File: config.mk
export PLATFORM = sky130hd
export DESIGN_NAME = touch_gesture_to_mouse_events_unit
export DESIGN_NICKNAME = d
export VERILOG_FILES = /design/src/rtl/tgme_pkg.sv /design/src/rtl/tgme_cfg.sv /design/src/rtl/tgme_scale.sv /design/src/rtl/tgme_core.sv /design/src/rtl/tgme_emit.sv /design/src/rtl/touch_gesture_to_mouse_events_unit.sv
export SDC_FILE = /design/constraint.sdc
export NUM_CORES = 1
export LEC_CHECK = 0
export BUFFER_PORTS_ARGS = -buffer_cell sky130_fd_sc_hd__buf_4
export CAP_MARGIN = 20
export CORE_ASPECT_RATIO = 0.5
export CORE_MARGIN = 2
export CORE_UTILIZATION = 30
export DETAILED_ROUTE_END_ITERATION = 16
export PLACE_DENSITY = 0.56
export SYNTH_ARGS = -nofsm -noshare
export SYNTH_HDL_FRONTEND = slang
export SYNTH_SLANG_ARGS = --single-unit
File: constraint.sdc
create_clock -name clk -period 12 [get_ports clk]
set_clock_uncertainty 0.05 [all_clocks]
set_input_delay 1.8 -clock clk [delete_from_list [all_inputs] [get_ports clk]]
set_output_delay 1.8 -clock clk [all_outputs]
set_load 0.05 [all_outputs]
File: src/rtl/tgme_pkg.sv
// Shared types and constants for the touch gesture to mouse event unit.
// No dependencies; every other file imports this package.
`default_nettype none

package tgme_pkg;

  localparam int RelW   = 16;
  localparam int CfgW   = 8;
  localparam int ProdW  = 25;          // 16-bit signed motion times 9-bit positive gain
  localparam int AccW   = 26;          // accumulators, 7 fraction bits
  localparam int FracW  = 7;
  localparam int MaxEv  = 3;
  localparam int CntW   = 2;

  localparam logic [CfgW-1:0] SensReset = 8'd128;
  localparam logic [CfgW-1:0] ThrReset  = 8'd1;

  // register indexes (paddr[2])
  localparam logic RegSens = 1'b0;
  localparam logic RegThr  = 1'b1;

  // command codes
  localparam logic CmdReport = 1'b0;
  localparam logic CmdLift   = 1'b1;

  // gesture codes
  localparam logic [1:0] GestNone  = 2'd0;
  localparam logic [1:0] GestTap   = 2'd1;
  localparam logic [1:0] GestHold  = 2'd2;
  localparam logic [1:0] GestOther = 2'd3;

  typedef enum logic [1:0] {
    EV_PRESS   = 2'd0,
    EV_RELEASE = 2'd1,
    EV_MOVE    = 2'd2
  } ev_kind_t;

  // one accepted word after the gain multiply
  typedef struct packed {
    logic                    command;
    logic [1:0]              gesture;
    logic                    motion;   // one finger and nonzero motion
    logic signed [ProdW-1:0] px;
    logic signed [ProdW-1:0] py;
  } scaled_t;

  // events caused by one word
  typedef struct packed {
    logic [CntW-1:0]        cnt;
    ev_kind_t [MaxEv-1:0]   kind;
    logic signed [RelW-1:0] mx;
    logic signed [RelW-1:0] my;
  } ev_group_t;

endpackage

`default_nettype wire

File: src/rtl/tgme_cfg.sv
// APB register file: sensitivity and move threshold.
// Depends on tgme_pkg.
`default_nettype none

module tgme_cfg
  import tgme_pkg::*;
(
  input  wire logic            clk,
  input  wire logic            rst,
  input  wire logic            psel,
  input  wire logic            penable,
  input  wire logic            pwrite,
  input  wire logic [2:0]      paddr,
  input  wire logic [31:0]     pwdata,
  output logic      [31:0]     prdata,
  output logic                 pready,
  output logic      [CfgW-1:0] sensitivity,
  output logic      [CfgW-1:0] move_threshold
);

  logic wr;

  assign pready = 1'b1;
  assign wr     = psel && penable && pwrite && pready;

  always_ff @(posedge clk) begin
    if (rst) begin
      sensitivity    <= SensReset;
      move_threshold <= ThrReset;
    end else if (wr) begin
      case (paddr[2])
        RegSens: sensitivity    <= pwdata[CfgW-1:0];
        RegThr:  move_threshold <= pwdata[CfgW-1:0];
        default: ;
      endcase
    end
  end

  always_comb begin
    case (paddr[2])
      RegSens: prdata = {24'd0, sensitivity};
      RegThr:  prdata = {24'd0, move_threshold};
      default: prdata = 32'd0;
    endcase
  end

endmodule

`default_nettype wire

File: src/rtl/tgme_scale.sv
// Input register stage: takes a word and registers motion times gain.
// Depends on tgme_pkg.
`default_nettype none

module tgme_scale
  import tgme_pkg::*;
(
  input  wire logic            clk,
  input  wire logic            rst,
  input  wire logic            in_valid,
  output logic                 in_ready,
  input  wire logic            command,
  input  wire logic [1:0]      gesture,
  input  wire logic [2:0]      fingers,
  input  wire logic [RelW-1:0] rel_x,
  input  wire logic [RelW-1:0] rel_y,
  input  wire logic [CfgW-1:0] sensitivity,
  input  wire logic            advance,   // downstream takes the held word
  output logic                 held_valid,
  output scaled_t              held
);

  logic signed [CfgW:0]    gain;
  logic signed [ProdW-1:0] px_next;
  logic signed [ProdW-1:0] py_next;
  logic                    take;

  assign gain     = $signed({1'b0, sensitivity});
  assign px_next  = ProdW'($signed(rel_x) * gain);
  assign py_next  = ProdW'($signed(rel_y) * gain);
  assign in_ready = !held_valid || advance;
  assign take     = in_valid && in_ready;

  always_ff @(posedge clk) begin
    if (rst) begin
      held_valid <= 1'b0;
    end else if (take) begin
      held_valid <= 1'b1;
    end else if (advance) begin
      held_valid <= 1'b0;
    end
  end

  always_ff @(posedge clk) begin
    if (take) begin
      held.command <= command;
      held.gesture <= gesture;
      held.motion  <= (fingers == 3'd1) && ((rel_x != '0) || (rel_y != '0));
      held.px      <= px_next;
      held.py      <= py_next;
    end
  end

endmodule

`default_nettype wire

File: src/rtl/tgme_core.sv
// Gesture and drag state, motion accumulators, event list for one word.
// Depends on tgme_pkg.
`default_nettype none

module tgme_core
  import tgme_pkg::*;
(
  input  wire logic            clk,
  input  wire logic            rst,
  input  wire logic            fire,
  input  wire scaled_t         item,
  input  wire logic [CfgW-1:0] move_threshold,
  output ev_group_t            grp
);

  logic                  dragging, dragging_next;
  logic                  press_sent, press_sent_next;
  logic signed [AccW-1:0] accum_x, accum_x_next;
  logic signed [AccW-1:0] accum_y, accum_y_next;

  logic signed [AccW:0]   sum_x, sum_y;
  logic signed [AccW-1:0] sat_x, sat_y;
  logic        [AccW-1:0] mag_x, mag_y;
  logic        [AccW-1:0] limit;
  logic                   hit;
  logic signed [AccW-FracW-1:0] whole_x, whole_y;
  logic signed [RelW-1:0] wx, wy;
  logic signed [AccW-1:0] rem_x, rem_y;
  logic                   drag_t;

  function automatic logic signed [AccW-1:0] sat_acc(input logic signed [AccW:0] v);
    if (v[AccW] != v[AccW-1])
      sat_acc = v[AccW] ? {1'b1, {(AccW-1){1'b0}}} : {1'b0, {(AccW-1){1'b1}}};
    else
      sat_acc = v[AccW-1:0];
  endfunction

  // truncate toward zero to whole counts
  function automatic logic signed [AccW-FracW-1:0] to_whole(input logic signed [AccW-1:0] a);
    logic signed [AccW-1:0] b;
    b = a[AccW-1] ? a + AccW'(127) : a;
    to_whole = b[AccW-1:FracW];
  endfunction

  function automatic logic signed [RelW-1:0] clamp16(input logic signed [AccW-FracW-1:0] w);
    if (w > $signed((AccW-FracW)'(32767)))
      clamp16 = 16'sh7fff;
    else if (w < -$signed((AccW-FracW)'(32768)))
      clamp16 = 16'sh8000;
    else
      clamp16 = w[RelW-1:0];
  endfunction

  assign sum_x = {accum_x[AccW-1], accum_x} + (AccW+1)'(item.px);
  assign sum_y = {accum_y[AccW-1], accum_y} + (AccW+1)'(item.py);
  assign sat_x = sat_acc(sum_x);
  assign sat_y = sat_acc(sum_y);
  assign mag_x = sat_x[AccW-1] ? AccW'(-sat_x) : AccW'(sat_x);
  assign mag_y = sat_y[AccW-1] ? AccW'(-sat_y) : AccW'(sat_y);
  assign limit = {{(AccW-CfgW-FracW){1'b0}}, move_threshold, {FracW{1'b0}}};
  assign hit   = (mag_x >= limit) || (mag_y >= limit);

  assign whole_x = to_whole(sat_x);
  assign whole_y = to_whole(sat_y);
  assign wx      = clamp16(whole_x);
  assign wy      = clamp16(whole_y);
  // residue stays in range: no saturation needed here
  assign rem_x   = sat_x - {{(AccW-RelW-FracW){wx[RelW-1]}}, wx, {FracW{1'b0}}};
  assign rem_y   = sat_y - {{(AccW-RelW-FracW){wy[RelW-1]}}, wy, {FracW{1'b0}}};

  always_comb begin
    grp             = '0;
    dragging_next   = dragging;
    press_sent_next = press_sent;
    accum_x_next    = accum_x;
    accum_y_next    = accum_y;
    drag_t          = dragging;
    if (item.command == CmdLift) begin
      if (dragging && press_sent) begin
        grp.kind[0] = EV_RELEASE;
        grp.cnt     = 2'd1;
      end
      dragging_next   = 1'b0;
      press_sent_next = 1'b0;
      accum_x_next    = '0;
      accum_y_next    = '0;
    end else begin
      case (item.gesture)
        GestTap: begin
          if (dragging && !press_sent) drag_t = 1'b0;   // stale drag
          if (!drag_t) begin
            grp.kind[0] = EV_PRESS;
            grp.kind[1] = EV_RELEASE;
            grp.cnt     = 2'd2;
          end
        end
        GestHold: begin
          if (!dragging) begin
            grp.kind[0]     = EV_PRESS;
            grp.cnt         = 2'd1;
            drag_t          = 1'b1;
            press_sent_next = 1'b1;
          end
        end
        default: ;
      endcase
      dragging_next = drag_t;
      if (item.motion) begin
        accum_x_next = sat_x;
        accum_y_next = sat_y;
        if (hit) begin
          grp.kind[grp.cnt] = EV_MOVE;
          grp.cnt           = grp.cnt + 2'd1;
          grp.mx            = wx;
          grp.my            = wy;
          accum_x_next      = rem_x;
          accum_y_next      = rem_y;
        end
      end
    end
  end

  always_ff @(posedge clk) begin
    if (rst) begin
      dragging   <= 1'b0;
      press_sent <= 1'b0;
      accum_x    <= '0;
      accum_y    <= '0;
    end else if (fire) begin
      dragging   <= dragging_next;
      press_sent <= press_sent_next;
      accum_x    <= accum_x_next;
      accum_y    <= accum_y_next;
    end
  end

endmodule

`default_nettype wire

File: src/rtl/tgme_emit.sv
// Result register: holds one word's events and hands them out one a cycle while out_ready is high.
// Depends on tgme_pkg.
`default_nettype none

module tgme_emit
  import tgme_pkg::*;
(
  input  wire logic            clk,
  input  wire logic            rst,
  input  wire logic            load,      // a group is offered and may be taken
  input  wire ev_group_t       grp,
  output logic                 can_load,
  output logic                 out_valid,
  input  wire logic            out_ready,
  output ev_kind_t             out_kind,
  output logic [RelW-1:0]      out_mx,
  output logic [RelW-1:0]      out_my,
  output logic                 out_last
);

  ev_group_t       held;
  logic [CntW-1:0] pos;
  logic            taken;

  assign out_last  = (pos == held.cnt - 2'd1);
  assign taken     = out_valid && out_ready;
  assign can_load  = !out_valid || (taken && out_last);
  assign out_kind  = held.kind[pos];
  assign out_mx    = (out_kind == EV_MOVE) ? held.mx : '0;
  assign out_my    = (out_kind == EV_MOVE) ? held.my : '0;

  always_ff @(posedge clk) begin
    if (rst) begin
      out_valid <= 1'b0;
      pos       <= '0;
    end else if (load) begin
      out_valid <= (grp.cnt != '0);
      pos       <= '0;
    end else if (taken) begin
      if (out_last) begin
        out_valid <= 1'b0;
      end else begin
        pos <= pos + 2'd1;
      end
    end
  end

  always_ff @(posedge clk) begin
    if (load) begin
      held <= grp;
    end
  end

endmodule

`default_nettype wire

File: src/rtl/touch_gesture_to_mouse_events_unit.sv
// Touch gesture to mouse event unit, top level.
// Path: a word accepted into the input register (tgme_scale) passes the core into the result register (tgme_emit).
// Throughput: one word per cycle while m_tready is high, when it causes at most one event; a word
// causing more holds the result register until taken (one event per cycle while ready, up to three).
// Reset (rst, synchronous): clears drag state, accumulators and valid flags, sets sensitivity 128, threshold 1.
// Depends on tgme_pkg, tgme_cfg, tgme_scale, tgme_core, tgme_emit.
`default_nettype none

module touch_gesture_to_mouse_events_unit
  import tgme_pkg::*;
(
  input  wire logic        clk,
  input  wire logic        rst,
  // slave side
  input  wire logic        s_tvalid,
  output logic             s_tready,
  input  wire logic [39:0] s_tdata,   // gesture[1:0], fingers[4:2], rel_x[20:5], rel_y[36:21]
  input  wire logic        s_tuser,   // command
  // master side
  output logic             m_tvalid,
  input  wire logic        m_tready,
  output logic [31:0]      m_tdata,   // move_x[15:0], move_y[31:16]
  output logic [1:0]       m_tuser,   // event_kind
  output logic             m_tlast,
  // configuration
  input  wire logic        psel,
  input  wire logic        penable,
  input  wire logic        pwrite,
  input  wire logic [2:0]  paddr,
  input  wire logic [31:0] pwdata,
  output logic      [31:0] prdata,
  output logic             pready
);

  logic [CfgW-1:0] sensitivity;
  logic [CfgW-1:0] move_threshold;
  logic            held_valid;
  scaled_t         held;
  logic            can_load;
  logic            fire;
  ev_group_t       grp;
  ev_kind_t        out_kind;
  logic [RelW-1:0] out_mx;
  logic [RelW-1:0] out_my;

  assign fire = held_valid && can_load;

  tgme_cfg u_cfg (
    .clk            (clk),
    .rst            (rst),
    .psel           (psel),
    .penable        (penable),
    .pwrite         (pwrite),
    .paddr          (paddr),
    .pwdata         (pwdata),
    .prdata         (prdata),
    .pready         (pready),
    .sensitivity    (sensitivity),
    .move_threshold (move_threshold)
  );

  tgme_scale u_scale (
    .clk          (clk),
    .rst          (rst),
    .in_valid     (s_tvalid),
    .in_ready     (s_tready),
    .command      (s_tuser),
    .gesture      (s_tdata[1:0]),
    .fingers      (s_tdata[4:2]),
    .rel_x        (s_tdata[20:5]),
    .rel_y        (s_tdata[36:21]),
    .sensitivity  (sensitivity),
    .advance      (can_load),
    .held_valid   (held_valid),
    .held         (held)
  );

  tgme_core u_core (
    .clk            (clk),
    .rst            (rst),
    .fire           (fire),
    .item           (held),
    .move_threshold (move_threshold),
    .grp            (grp)
  );

  tgme_emit u_emit (
    .clk       (clk),
    .rst       (rst),
    .load      (fire),
    .grp       (grp),
    .can_load  (can_load),
    .out_valid (m_tvalid),
    .out_ready (m_tready),
    .out_kind  (out_kind),
    .out_mx    (out_mx),
    .out_my    (out_my),
    .out_last  (m_tlast)
  );

  assign m_tuser = out_kind;
  assign m_tdata = {out_my, out_mx};

endmodule

`default_nettype wire

==> results_dict.tcl, run 1 <==
set metrics [dict create \
    status "completed" \
    grt_max_degree 68 \
    cts_resized 0 \
    total_power_mw 5.85 \
    gp_congestion 0.914 \
    cts-hold-fix-buffers 0 \
    tns_ns 0 \
    start_util_pct 30.4 \
    max_freq_ghz 0.0926 \
    cp.arrival_ns 11.11 \
    critPathKind "register to register" \
    critPathTopFamily "compound AO/OA/AOI/OAI gates" \
    vdd_ir_drop_max_mv 0.147 \
    grt_overflow 0 \
    wl_met1_um 34400 \
    hold_viol_final 0 \
    htreeDepth 4 \
    drv_cap 0 \
    maxSlewViolCount 0 \
    route.detailed.drc 0 \
    nNetsFinal 3459 \
    die_y_um 205 \
    final_common_cell "inv_1" \
    grt_pass1_wl_um 112000 \
    r2r_slack_ns 1.21 \
    p_sw_share_pct 53.0 \
    via_count 20600 \
    postSynthCellCount 2931 \
    relSlewSlack_pct 31.5 \
    synth_area_mm2 0.0243 \
    vias_per_cell 5.08 \
    cp_max_fo 46 \
    postSynth.asyncResetShare_pct 0 \
    cts_num_sinks 167 \
    drive_gt1_share_pct 8.13 \
    track_usage_pct 17.0 \
    dr.pass1.iters 7 \
    cts_tree "done" \
    fin_area_mm2 0.0266 \
    io_pins 153 \
    cpPeakStageDelay_ns 0.57 \
    crit_start "u_scale.held[31]$_DFFE_PP_" \
    clk_latency_ns 0.49 \
    post_dp_cell_area_mm2 0.0260 \
    post-route-min-period_ns 10.79 \
    timing.final.crit_share_pct 90.0 \
    ys.flop_type "edfxtp_1" \
    yosysWarnings 0 \
    finalNonFillerCells 4051 \
    crit_cells 40 \
    antennaDiodeCount 0 \
    place_hpwl_um 55600 \
    crit_path_top_delay_cell "or4_4" \
    p_switching_mw 3.10 \
    reg2reg_depth 40 \
    path_buf_inv 1 \
    finalWirelength_um 69800 \
    cp-start-kind "register" \
    hold_path_depth 2 \
    route.met3.wl_um 2950 \
    clock_path_buffers 2 \
    end_kind "register" \
    required_ns 12.31 \
    hold_class "register to register" \
    post_drt_wl_per_cell_um 17.2 \
    r2r-start "u_scale.held[31]$_DFFE_PP_" \
    tightestPinTransition_ns 1.00 \
    ys_ff_latch 167 \
    endpoint "u_core.accum_x[25]$_SDFFE_PP0P_" \
    dieArea_mm2 0.0834 \
    timing.hold.ws_ns 0.407 \
    ys_types 108 \
    numPortBuffers 98 \
    p_seq_share_pct 12.5 \
    r2r_end "u_core.accum_x[25]$_SDFFE_PP0P_" \
    post_cts_buffers 0 \
    detail_route.iter0.violations 1385 \
    setup_viol_count_final 0 \
    yosysSeqAreaShare_pct 17.6 \
    comb_power_share_pct 77.1 \
    wl_met2_um 31300 \
    drt.antenna.violating_nets 0 \
    clock-root-buffer "clkbuf_16" \
    die_x_um 406 \
    area_growth_pct 9.74 \
    routed.top_layer "met4" \
    layout_common_cells "inv_1, nand2_1, ha_1, and2_1, fa_1" \
    p_int_mw 2.75 \
    place_inst 4018 \
    antenna_found_initial 0 \
    p_clk_share_pct 10.5 \
    grt_pass1_vias 20300 \
    cts_buffers 17 \
    core_area_mm2 0.0797 \
    powerDensity_mw_per_mm2 219 \
    synth_edf_count 93 \
    rsz0062_at_grt "no" \
    rows 73 \
    syn_avg_cell_area_um2 8.28 \
    critPathMostFrequentCell "o21ai_0" \
    power_leakage_nw 12.2 \
    cts.clk_slew.worst_paths_ns 0.07 \
]
[synth_stat cells, types with 7 or more instances]
cell	instances	share of area, %
a21o_1	31	0.96
nand3_1	42	0.87
fa_1	208	17
or4_1	12	0.37
and4_1	9	0.32
inv_1	372	5.8
a21oi_1	183	3.8
a31o_2	10	0.36
mux2_2	14	0.65
o31ai_1	8	0.25
or2_2	14	0.36
a21boi_0	22	0.68
and3_1	28	0.72
buf_1	8	0.12
dfxtp_1	74	6.1
o21a_1	21	0.65
a22oi_1	29	0.90
o21ai_0	106	2.2
nand2_1	292	4.5
a221oi_1	8	0.29
or3_1	24	0.62
xor2_1	22	0.79
o22ai_1	9	0.23
clkbuf_1	83	1.3
a211o_1	12	0.43
nor2_1	191	3.0
and2_1	210	5.4
buf_4	26	0.80
o21ai_1	21	0.43
nor3_1	45	0.93
nand2b_1	19	0.49
o211ai_1	18	0.56
ha_1	217	11
a211oi_1	19	0.59
mux2i_1	40	1.6
nand4_1	30	0.77
nor4_1	23	0.59
a31oi_1	23	0.59
buf_2	28	0.58
nor2b_1	32	0.82
o21bai_1	16	0.49
xnor2_1	106	3.8
o2111ai_1	7	0.25
edfxtp_1	93	12
[final cells by class]
type / instances / area (um^2)
clock buffer: 17 / 425
clock inverter: 15 / 216
fill: 8329 / 53100
inverter: 376 / 1410
multi-input combinational: 2264 / 18000
sequential: 167 / 4270
tap: 1087 / 1360
timing repair buffer: 125 / 946
[layer usage]
metal	vias up	global-route usage (%)
met4	0	4.16
li1	9992	-
met2	412	27.2
met5	-	0
met1	10100	24.5
met3	70	1.81
[cells by family after synthesis]
| logic type | after synthesis | share of synthesized area [%] |
|---|---|---|
| multiplexers | 54 | 2.30 |
| buffers and inverters | 523 | 8.67 |
| flip-flops | 167 | 17.6 |
| XOR/XNOR | 128 | 4.62 |
| adder cells (fa/ha/maj) | 425 | 28.3 |
| other | 2 | 0.0309 |
| AO/OA/AOI/OAI | 618 | 17.0 |
| AND/OR/NAND/NOR | 1014 | 21.5 |
[stage by stage]
step | setup slack (ns) | utilization, %
global route | 0.350 | 33.4
CTS | 1.39 | 33.4
finish | 1.21 | 33.4
floorplan | 2.41 | -
global placement | 1.66 | 32.6
detailed placement | 1.46 | 32.6
[worst min-delay path, delay by kind of cell, from the launching register on]
| family | cells | cell delay (ns) |
|---|---|---|
| compound gates | 1 | 0.05 |
| flops | 1 | 0.31 |
| simple gates | 1 | 0.05 |
[state kept, by name, summed over array words and instances (netlist names)]
signal,flops
u_cfg.move_threshold,8
u_core.accum_y,26
u_core.dragging,1
u_core.press_sent,1
u_emit.pos,2
u_emit.out_valid,1
u_core.accum_x,26
u_emit.held,39
u_cfg.sensitivity,8
u_scale.held_valid,1
u_scale.held,54
[power by group through the flow]
stage,logic [mW],registers (mW),clock network [mW]
global placement,4.36,0.738,0
floorplan,3.31,0.710,0
global route,5.02,0.733,0.654
finish,4.51,0.728,0.613
CTS,4.45,0.726,0.633
detailed placement,4.41,0.738,0
[worst min path at each step]
stage / start / endpoint / slack [ns]
2_1_floorplan: u_core.accum_y[20]$_SDFFE_PP0P_ / u_core.accum_y[20]$_SDFFE_PP0P_ / 0.38
3_3_place_gp: u_core.accum_y[5]$_SDFFE_PP0P_ / u_core.accum_y[5]$_SDFFE_PP0P_ / 0.39
3_5_place_dp: u_core.accum_y[5]$_SDFFE_PP0P_ / u_core.accum_y[5]$_SDFFE_PP0P_ / 0.40
4_1_cts: u_core.accum_y[0]$_SDFFE_PP0P_ / u_core.accum_y[0]$_SDFFE_PP0P_ / 0.41
5_1_grt: u_core.accum_x[2]$_SDFFE_PP0P_ / u_core.accum_x[2]$_SDFFE_PP0P_ / 0.43
6_report: u_core.accum_y[0]$_SDFFE_PP0P_ / u_core.accum_y[0]$_SDFFE_PP0P_ / 0.41
Note: power is estimated with default switching activity, not from simulation.
==> run 2: changes to the inputs <==
--- a/config.mk
+++ b/config.mk
@@ -11,7 +11,9 @@
 export CORE_MARGIN = 2
 export CORE_UTILIZATION = 30
 export DETAILED_ROUTE_END_ITERATION = 16
+export HOLD_SLACK_MARGIN = 0.12
 export PLACE_DENSITY = 0.56
+export REMOVE_ABC_BUFFERS = 1
 export SYNTH_ARGS = -nofsm -noshare
 export SYNTH_HDL_FRONTEND = slang
 export SYNTH_SLANG_ARGS = --single-unit
==> run 2 against run 1 <==
Net effect: highest routed layer unchanged; register-to-register slack got worse by 0.02 ns; first-iteration DRC count decreased by 8.7%; non-clock buffer count decreased by 1.
==> results_dict.tcl, run 2 (synthesized netlist as in run 1, its figures left out) <==
set metrics [dict create \
    status "completed" \
    die_y_um 205 \
    vias_per_cell 5.07 \
    via_count 20500 \
    timing.final.ws_setup_ns 1.19 \
    p_clk_share_pct 9.9 \
    p_switching_mw 3.08 \
    grt_pass1_vias 20000 \
    dr.pass1.iters 5 \
    critPathMostFrequentCell "o21ai_0" \
    multi_input_area_mm2 0.0180 \
    seq_area_mm2 0.00428 \
    clock-root-buffer "clkbuf_16" \
    finalWirelength_um 69400 \
    antenna_found_initial 0 \
    hold_class "register to register" \
    track_usage_pct 16.8 \
    cp-start-kind "register" \
    cts.clk_slew.worst_paths_ns 0.07 \
    detail_route.iter0.violations 1265 \
    required_ns 12.30 \
    grt_pass1_wl_um 111000 \
    max_freq_ghz 0.0925 \
    layout_common_cells "inv_1, nand2_1, ha_1, and2_1, fa_1" \
    power_leakage_nw 12.2 \
    end_kind "register" \
    cts_resized 0 \
    p_int_mw 2.72 \
    io_pins 153 \
    setup_viol_count_final 0 \
    area_growth_pct 9.57 \
    p_sw_share_pct 53.1 \
    wl_met1_um 34200 \
    grt_overflow 0 \
    die_x_um 406 \
    routed.top_layer "met4" \
    drive_gt1_share_pct 8.20 \
    route.detailed.drc 0 \
    clock_path_buffers 2 \
    drv_cap 0 \
    tns_ns 0 \
    top_regs "u_scale.held x54, u_emit.held x39" \
    drt.antenna.violating_nets 0 \
    maxSlewViolCount 0 \
    relSlewSlack_pct 35.7 \
    htreeDepth 4 \
    post_drt_wl_per_cell_um 17.1 \
    cts_tree "done" \
    grt_max_degree 57 \
    tightestPinTransition_ns 0.965 \
    nNetsFinal 3458 \
    comb_power_share_pct 77.5 \
    rsz0062_at_grt "no" \
    powerDensity_mw_per_mm2 218 \
    wl_met2_um 30800 \
    gp_congestion 0.924 \
    numPortBuffers 98 \
    cp.arrival_ns 11.12 \
    p_seq_share_pct 12.6 \
    crit_path_top_delay_cell "ha_1" \
    largest_register_ffs 54 \
    core_area_mm2 0.0797 \
    place_hpwl_um 54900 \
    post_dp_cell_area_mm2 0.0260 \
    cts_num_sinks 167 \
    route.met3.wl_um 2980 \
    post-route-min-period_ns 10.81 \
    post_cts_buffers 0 \
    antennaDiodeCount 0 \
    regMostFlops "u_scale.held" \
    hold_viol_final 0 \
    final_common_cell "inv_1" \
    critPathKind "register to register" \
    clk_latency_ns 0.48 \
    cp_max_fo 27 \
    timing.final.crit_share_pct 90.1 \
    vdd_ir_drop_max_mv 0.165 \
    fill_cells 8322 \
    rows 73 \
    fin_area_mm2 0.0266 \
    cts-hold-fix-buffers 0 \
    start_util_pct 30.4 \
    cts_buffers 17 \
    cpPeakStageDelay_ns 0.85 \
    place_ws_ns 1.35 \
    dieArea_mm2 0.0834 \
]
==> run 2: worst max-delay path: cells and delay by family, from the launching register on <==
kind | cells | cell delay [ns]
adder cells (fa/ha/maj) | 4 | 1.75
AND/OR/NAND/NOR | 13 | 3.02
flip-flops | 1 | 0.37
XOR/XNOR | 1 | 0.09
AO/OA/AOI/OAI | 22 | 5.35
==> run 2: power groups by stage <==
stage	combinational (mW)	sequential, mW	clock, mW
after floorplan	3.25	0.712	0
after global placement	4.34	0.740	0
after detailed placement	4.41	0.740	0
after CTS	4.44	0.728	0.591
after global routing	4.96	0.734	0.610
final	4.49	0.730	0.571
==> run 2: worst paths after layout <==
| kind | startpoint | slack (ns) | endpoint | depth (start not counted) |
|---|---|---|---|---|
| worst min register to register | u_core.accum_y[0]$_SDFFE_PP0P_ | 0.41 | u_core.accum_y[0]$_SDFFE_PP0P_ | 2 |
| worst max register to register | u_scale.held[31]$_DFFE_PP_ | 1.19 | u_core.accum_x[25]$_SDFFE_PP0P_ | 40 |
| worst min-delay path | u_core.accum_y[0]$_SDFFE_PP0P_ | 0.41 | u_core.accum_y[0]$_SDFFE_PP0P_ | 2 |
| worst max-delay path | u_scale.held[31]$_DFFE_PP_ | 1.19 | u_core.accum_x[25]$_SDFFE_PP0P_ | 40 |
==> run 2: final cells by class <==
class / count / share of cell area [%]
clock buffers: 21 / 1.93
well taps: 1087 / 5.11
clock inverters: 11 / 0.353
multi-input cells: 2264 / 67.7
repair buffers: 124 / 3.51
flip-flops and latches: 167 / 16.1
inverters: 376 / 5.31
==> run 2: through the flow <==
step / std cells / util (%) / hold slack (ns) / power, mW
CTS: 4049 / 33.3 / 0.409 / 5.76
detailed placement: 4017 / 32.6 / 0.400 / 5.15
global route: 4050 / 33.4 / 0.425 / 6.31
floorplan: 2807 / - / 0.379 / 3.96
finish: 4050 / 33.4 / 0.406 / 5.79
global placement: 4017 / 32.6 / 0.394 / 5.08
==> run 2: layer usage <==
| layer | track usage [%] | vias to the layer above |
|---|---|---|
| met5 | 0 | - |
| met4 | 4.62 | 0 |
| met3 | 1.76 | 59 |
| met2 | 26.5 | 445 |
| met1 | 24.2 | 10000 |
| li1 | - | 9988 |
==> run 3: changes to the inputs <==
--- a/config.mk
+++ b/config.mk
@@ -8,7 +8,7 @@
 export BUFFER_PORTS_ARGS = -buffer_cell sky130_fd_sc_hd__buf_4
 export CAP_MARGIN = 20
 export CORE_ASPECT_RATIO = 0.5
-export CORE_MARGIN = 2
+export CORE_MARGIN = 3
 export CORE_UTILIZATION = 30
 export DETAILED_ROUTE_END_ITERATION = 16
 export HOLD_SLACK_MARGIN = 0.12
==> run 3 against run 2 <==
Net effect: combinational power up 1%; clock power rose by 3%; critical path depth stayed put; final cell count about the same; cell area barely moved; global-route usage decreased by 0.33 points; sequential cell count unchanged; sequential power barely moved; die area grew 1.5%; power is 1.1% higher; hold slack improved by 0.0048 ns; non-clock buffer count fell by 4; critical path type unchanged; critical endpoint unchanged.
==> results_dict.tcl, run 3 (synthesized netlist as in run 1, its figures left out) <==
set metrics [dict create \
    status "completed" \
    clock_path_buffers 2 \
    crit_path_top_delay_cell "or4_4" \
    cts.clk_slew.worst_paths_ns 0.07 \
    grt_pass1_vias 19900 \
    cts_tree "done" \
    detail_route.iter0.violations 1243 \
    post_drt_wl_per_cell_um 17.4 \
    cp-start-kind "register" \
    setup_viol_count_final 0 \
    place_hpwl_um 55600 \
    hold_class "register to register" \
    tns_ns 0 \
    finalWirelength_um 70500 \
    area_growth_pct 9.55 \
    cts-hold-fix-buffers 0 \
    post-route-util_pct 33.3 \
    antennaDiodeCount 0 \
    final_common_cell "inv_1" \
    grt_max_degree 68 \
    start_util_pct 30.4 \
    drv_cap 0 \
    grt_pass1_wl_um 112000 \
    cpPeakStageDelay_ns 0.57 \
    dr.pass1.iters 7 \
    maxSlewViolCount 0 \
    power_leakage_nw 12.2 \
    p_switching_mw 3.14 \
    fin_area_mm2 0.0266 \
    drive_gt1_share_pct 8.08 \
    vdd_ir_drop_max_mv 0.192 \
    layout_common_cells "inv_1, nand2_1, ha_1, and2_1, fa_1" \
    gp_congestion 0.934 \
    comb_power_share_pct 77.5 \
    p_clk_share_pct 10.1 \
    post-route-min-period_ns 10.74 \
    route.detailed.drc 0 \
    die_x_um 408 \
    clk_latency_ns 0.47 \
    timing.final.crit_share_pct 89.5 \
    via_count 20500 \
    critPathKind "register to register" \
    critPathMostFrequentCell "o21ai_0" \
    p_seq_share_pct 12.4 \
    place_inst 4013 \
    cts_num_sinks 167 \
    grt_overflow 0 \
    core_area_mm2 0.0798 \
    numPortBuffers 98 \
    drt.antenna.violating_nets 0 \
    path_buf_inv 1 \
    antenna_found_initial 1 \
    largest_register_ffs 54 \
    p_sw_share_pct 53.6 \
    htreeDepth 4 \
    vias_per_cell 5.08 \
    clock-root-buffer "clkbuf_16" \
    die_y_um 207 \
    rows 73 \
    cts_buffers 17 \
    regMostFlops "u_scale.held" \
    max_freq_ghz 0.0931 \
    end_kind "register" \
    finalNonFillerCells 4046 \
    powerDensity_mw_per_mm2 220 \
    critPathTopFamily "compound AO/OA/AOI/OAI gates" \
    post_cts_buffers 0 \
    relSlewSlack_pct 29.6 \
    dieArea_mm2 0.0846 \
    post_dp_cell_area_mm2 0.0260 \
    tightestPinTransition_ns 1.06 \
    p_int_mw 2.72 \
    io_pins 153 \
    cp.arrival_ns 11.04 \
    track_usage_pct 16.4 \
    hold_viol_final 0 \
    cts_resized 0 \
    required_ns 12.30 \
    nNetsFinal 3454 \
    rsz0062_at_grt "no" \
    cp_max_fo 46 \
    top_regs "u_scale.held x54, u_emit.held x39" \
]
run 3: changes by cell type in the layout (fill, tap and decap cells not counted), sizes merged:
cell	change
clkinv	+1
clkbuf	+1
buf	-4
inv	-3
clkinvlp	+1
run 3: cell type report:
cell class                 instances  area, um^2
clock buffer                      22         539
clock inverter                    10        93.8
fill                            8438       53200
inverter                         376        1410
multi-input combinational       2264       18000
sequential                       167        4280
tap                             1087        1360
timing repair buffer             120         905
run 3: path summary, 6_finish.rpt:
kind,startpoint,end,slack [ns],cells past startpoint
worst min register to register,u_core.accum_x[0]$_SDFFE_PP0P_,u_core.accum_x[0]$_SDFFE_PP0P_,0.41,2
worst max-delay path,u_scale.held[31]$_DFFE_PP_,u_core.accum_x[25]$_SDFFE_PP0P_,1.26,40
worst max register to register,u_scale.held[31]$_DFFE_PP_,u_core.accum_x[25]$_SDFFE_PP0P_,1.26,40
worst min-delay path,u_core.accum_x[0]$_SDFFE_PP0P_,u_core.accum_x[0]$_SDFFE_PP0P_,0.41,2
run 3: metrics by stage:
step	setup slack, ns	hold slack [ns]	power (mW)
6_report	1.26	0.411	5.86
5_1_grt	0.448	0.429	6.38
4_1_cts	1.42	0.414	5.80
3_5_place_dp	1.47	0.405	5.17
3_3_place_gp	1.65	0.393	5.10
2_1_floorplan	2.15	0.379	3.96
run 3: routing by layer:
metal | wire [um] | track usage, % | part of all wire (%) | vias up
met5 | 13 | 0 | 0.018 | -
met4 | 1110 | 3.66 | 1.6 | 2
met3 | 2680 | 1.68 | 3.8 | 61
met2 | 31800 | 26.4 | 45 | 384
met1 | 34900 | 23.8 | 49 | 10100
li1 | - | - | - | 9964
run 3: worst min-delay path, delay by kind of cell, from the launching register on:
kind             cells  cell delay (ns)
flip-flops           1             0.32
AND/OR/NAND/NOR      1             0.05
AO/OA/AOI/OAI        1             0.05
run 3: power by group through the flow:
| stage | clock, mW | sequential (mW) | combinational (mW) |
|---|---|---|---|
| CTS | 0.605 | 0.727 | 4.47 |
| finish | 0.589 | 0.729 | 4.54 |
| global route | 0.627 | 0.734 | 5.02 |
| global placement | 0 | 0.739 | 4.36 |
| detailed placement | 0 | 0.740 | 4.44 |
| floorplan | 0 | 0.712 | 3.25 |
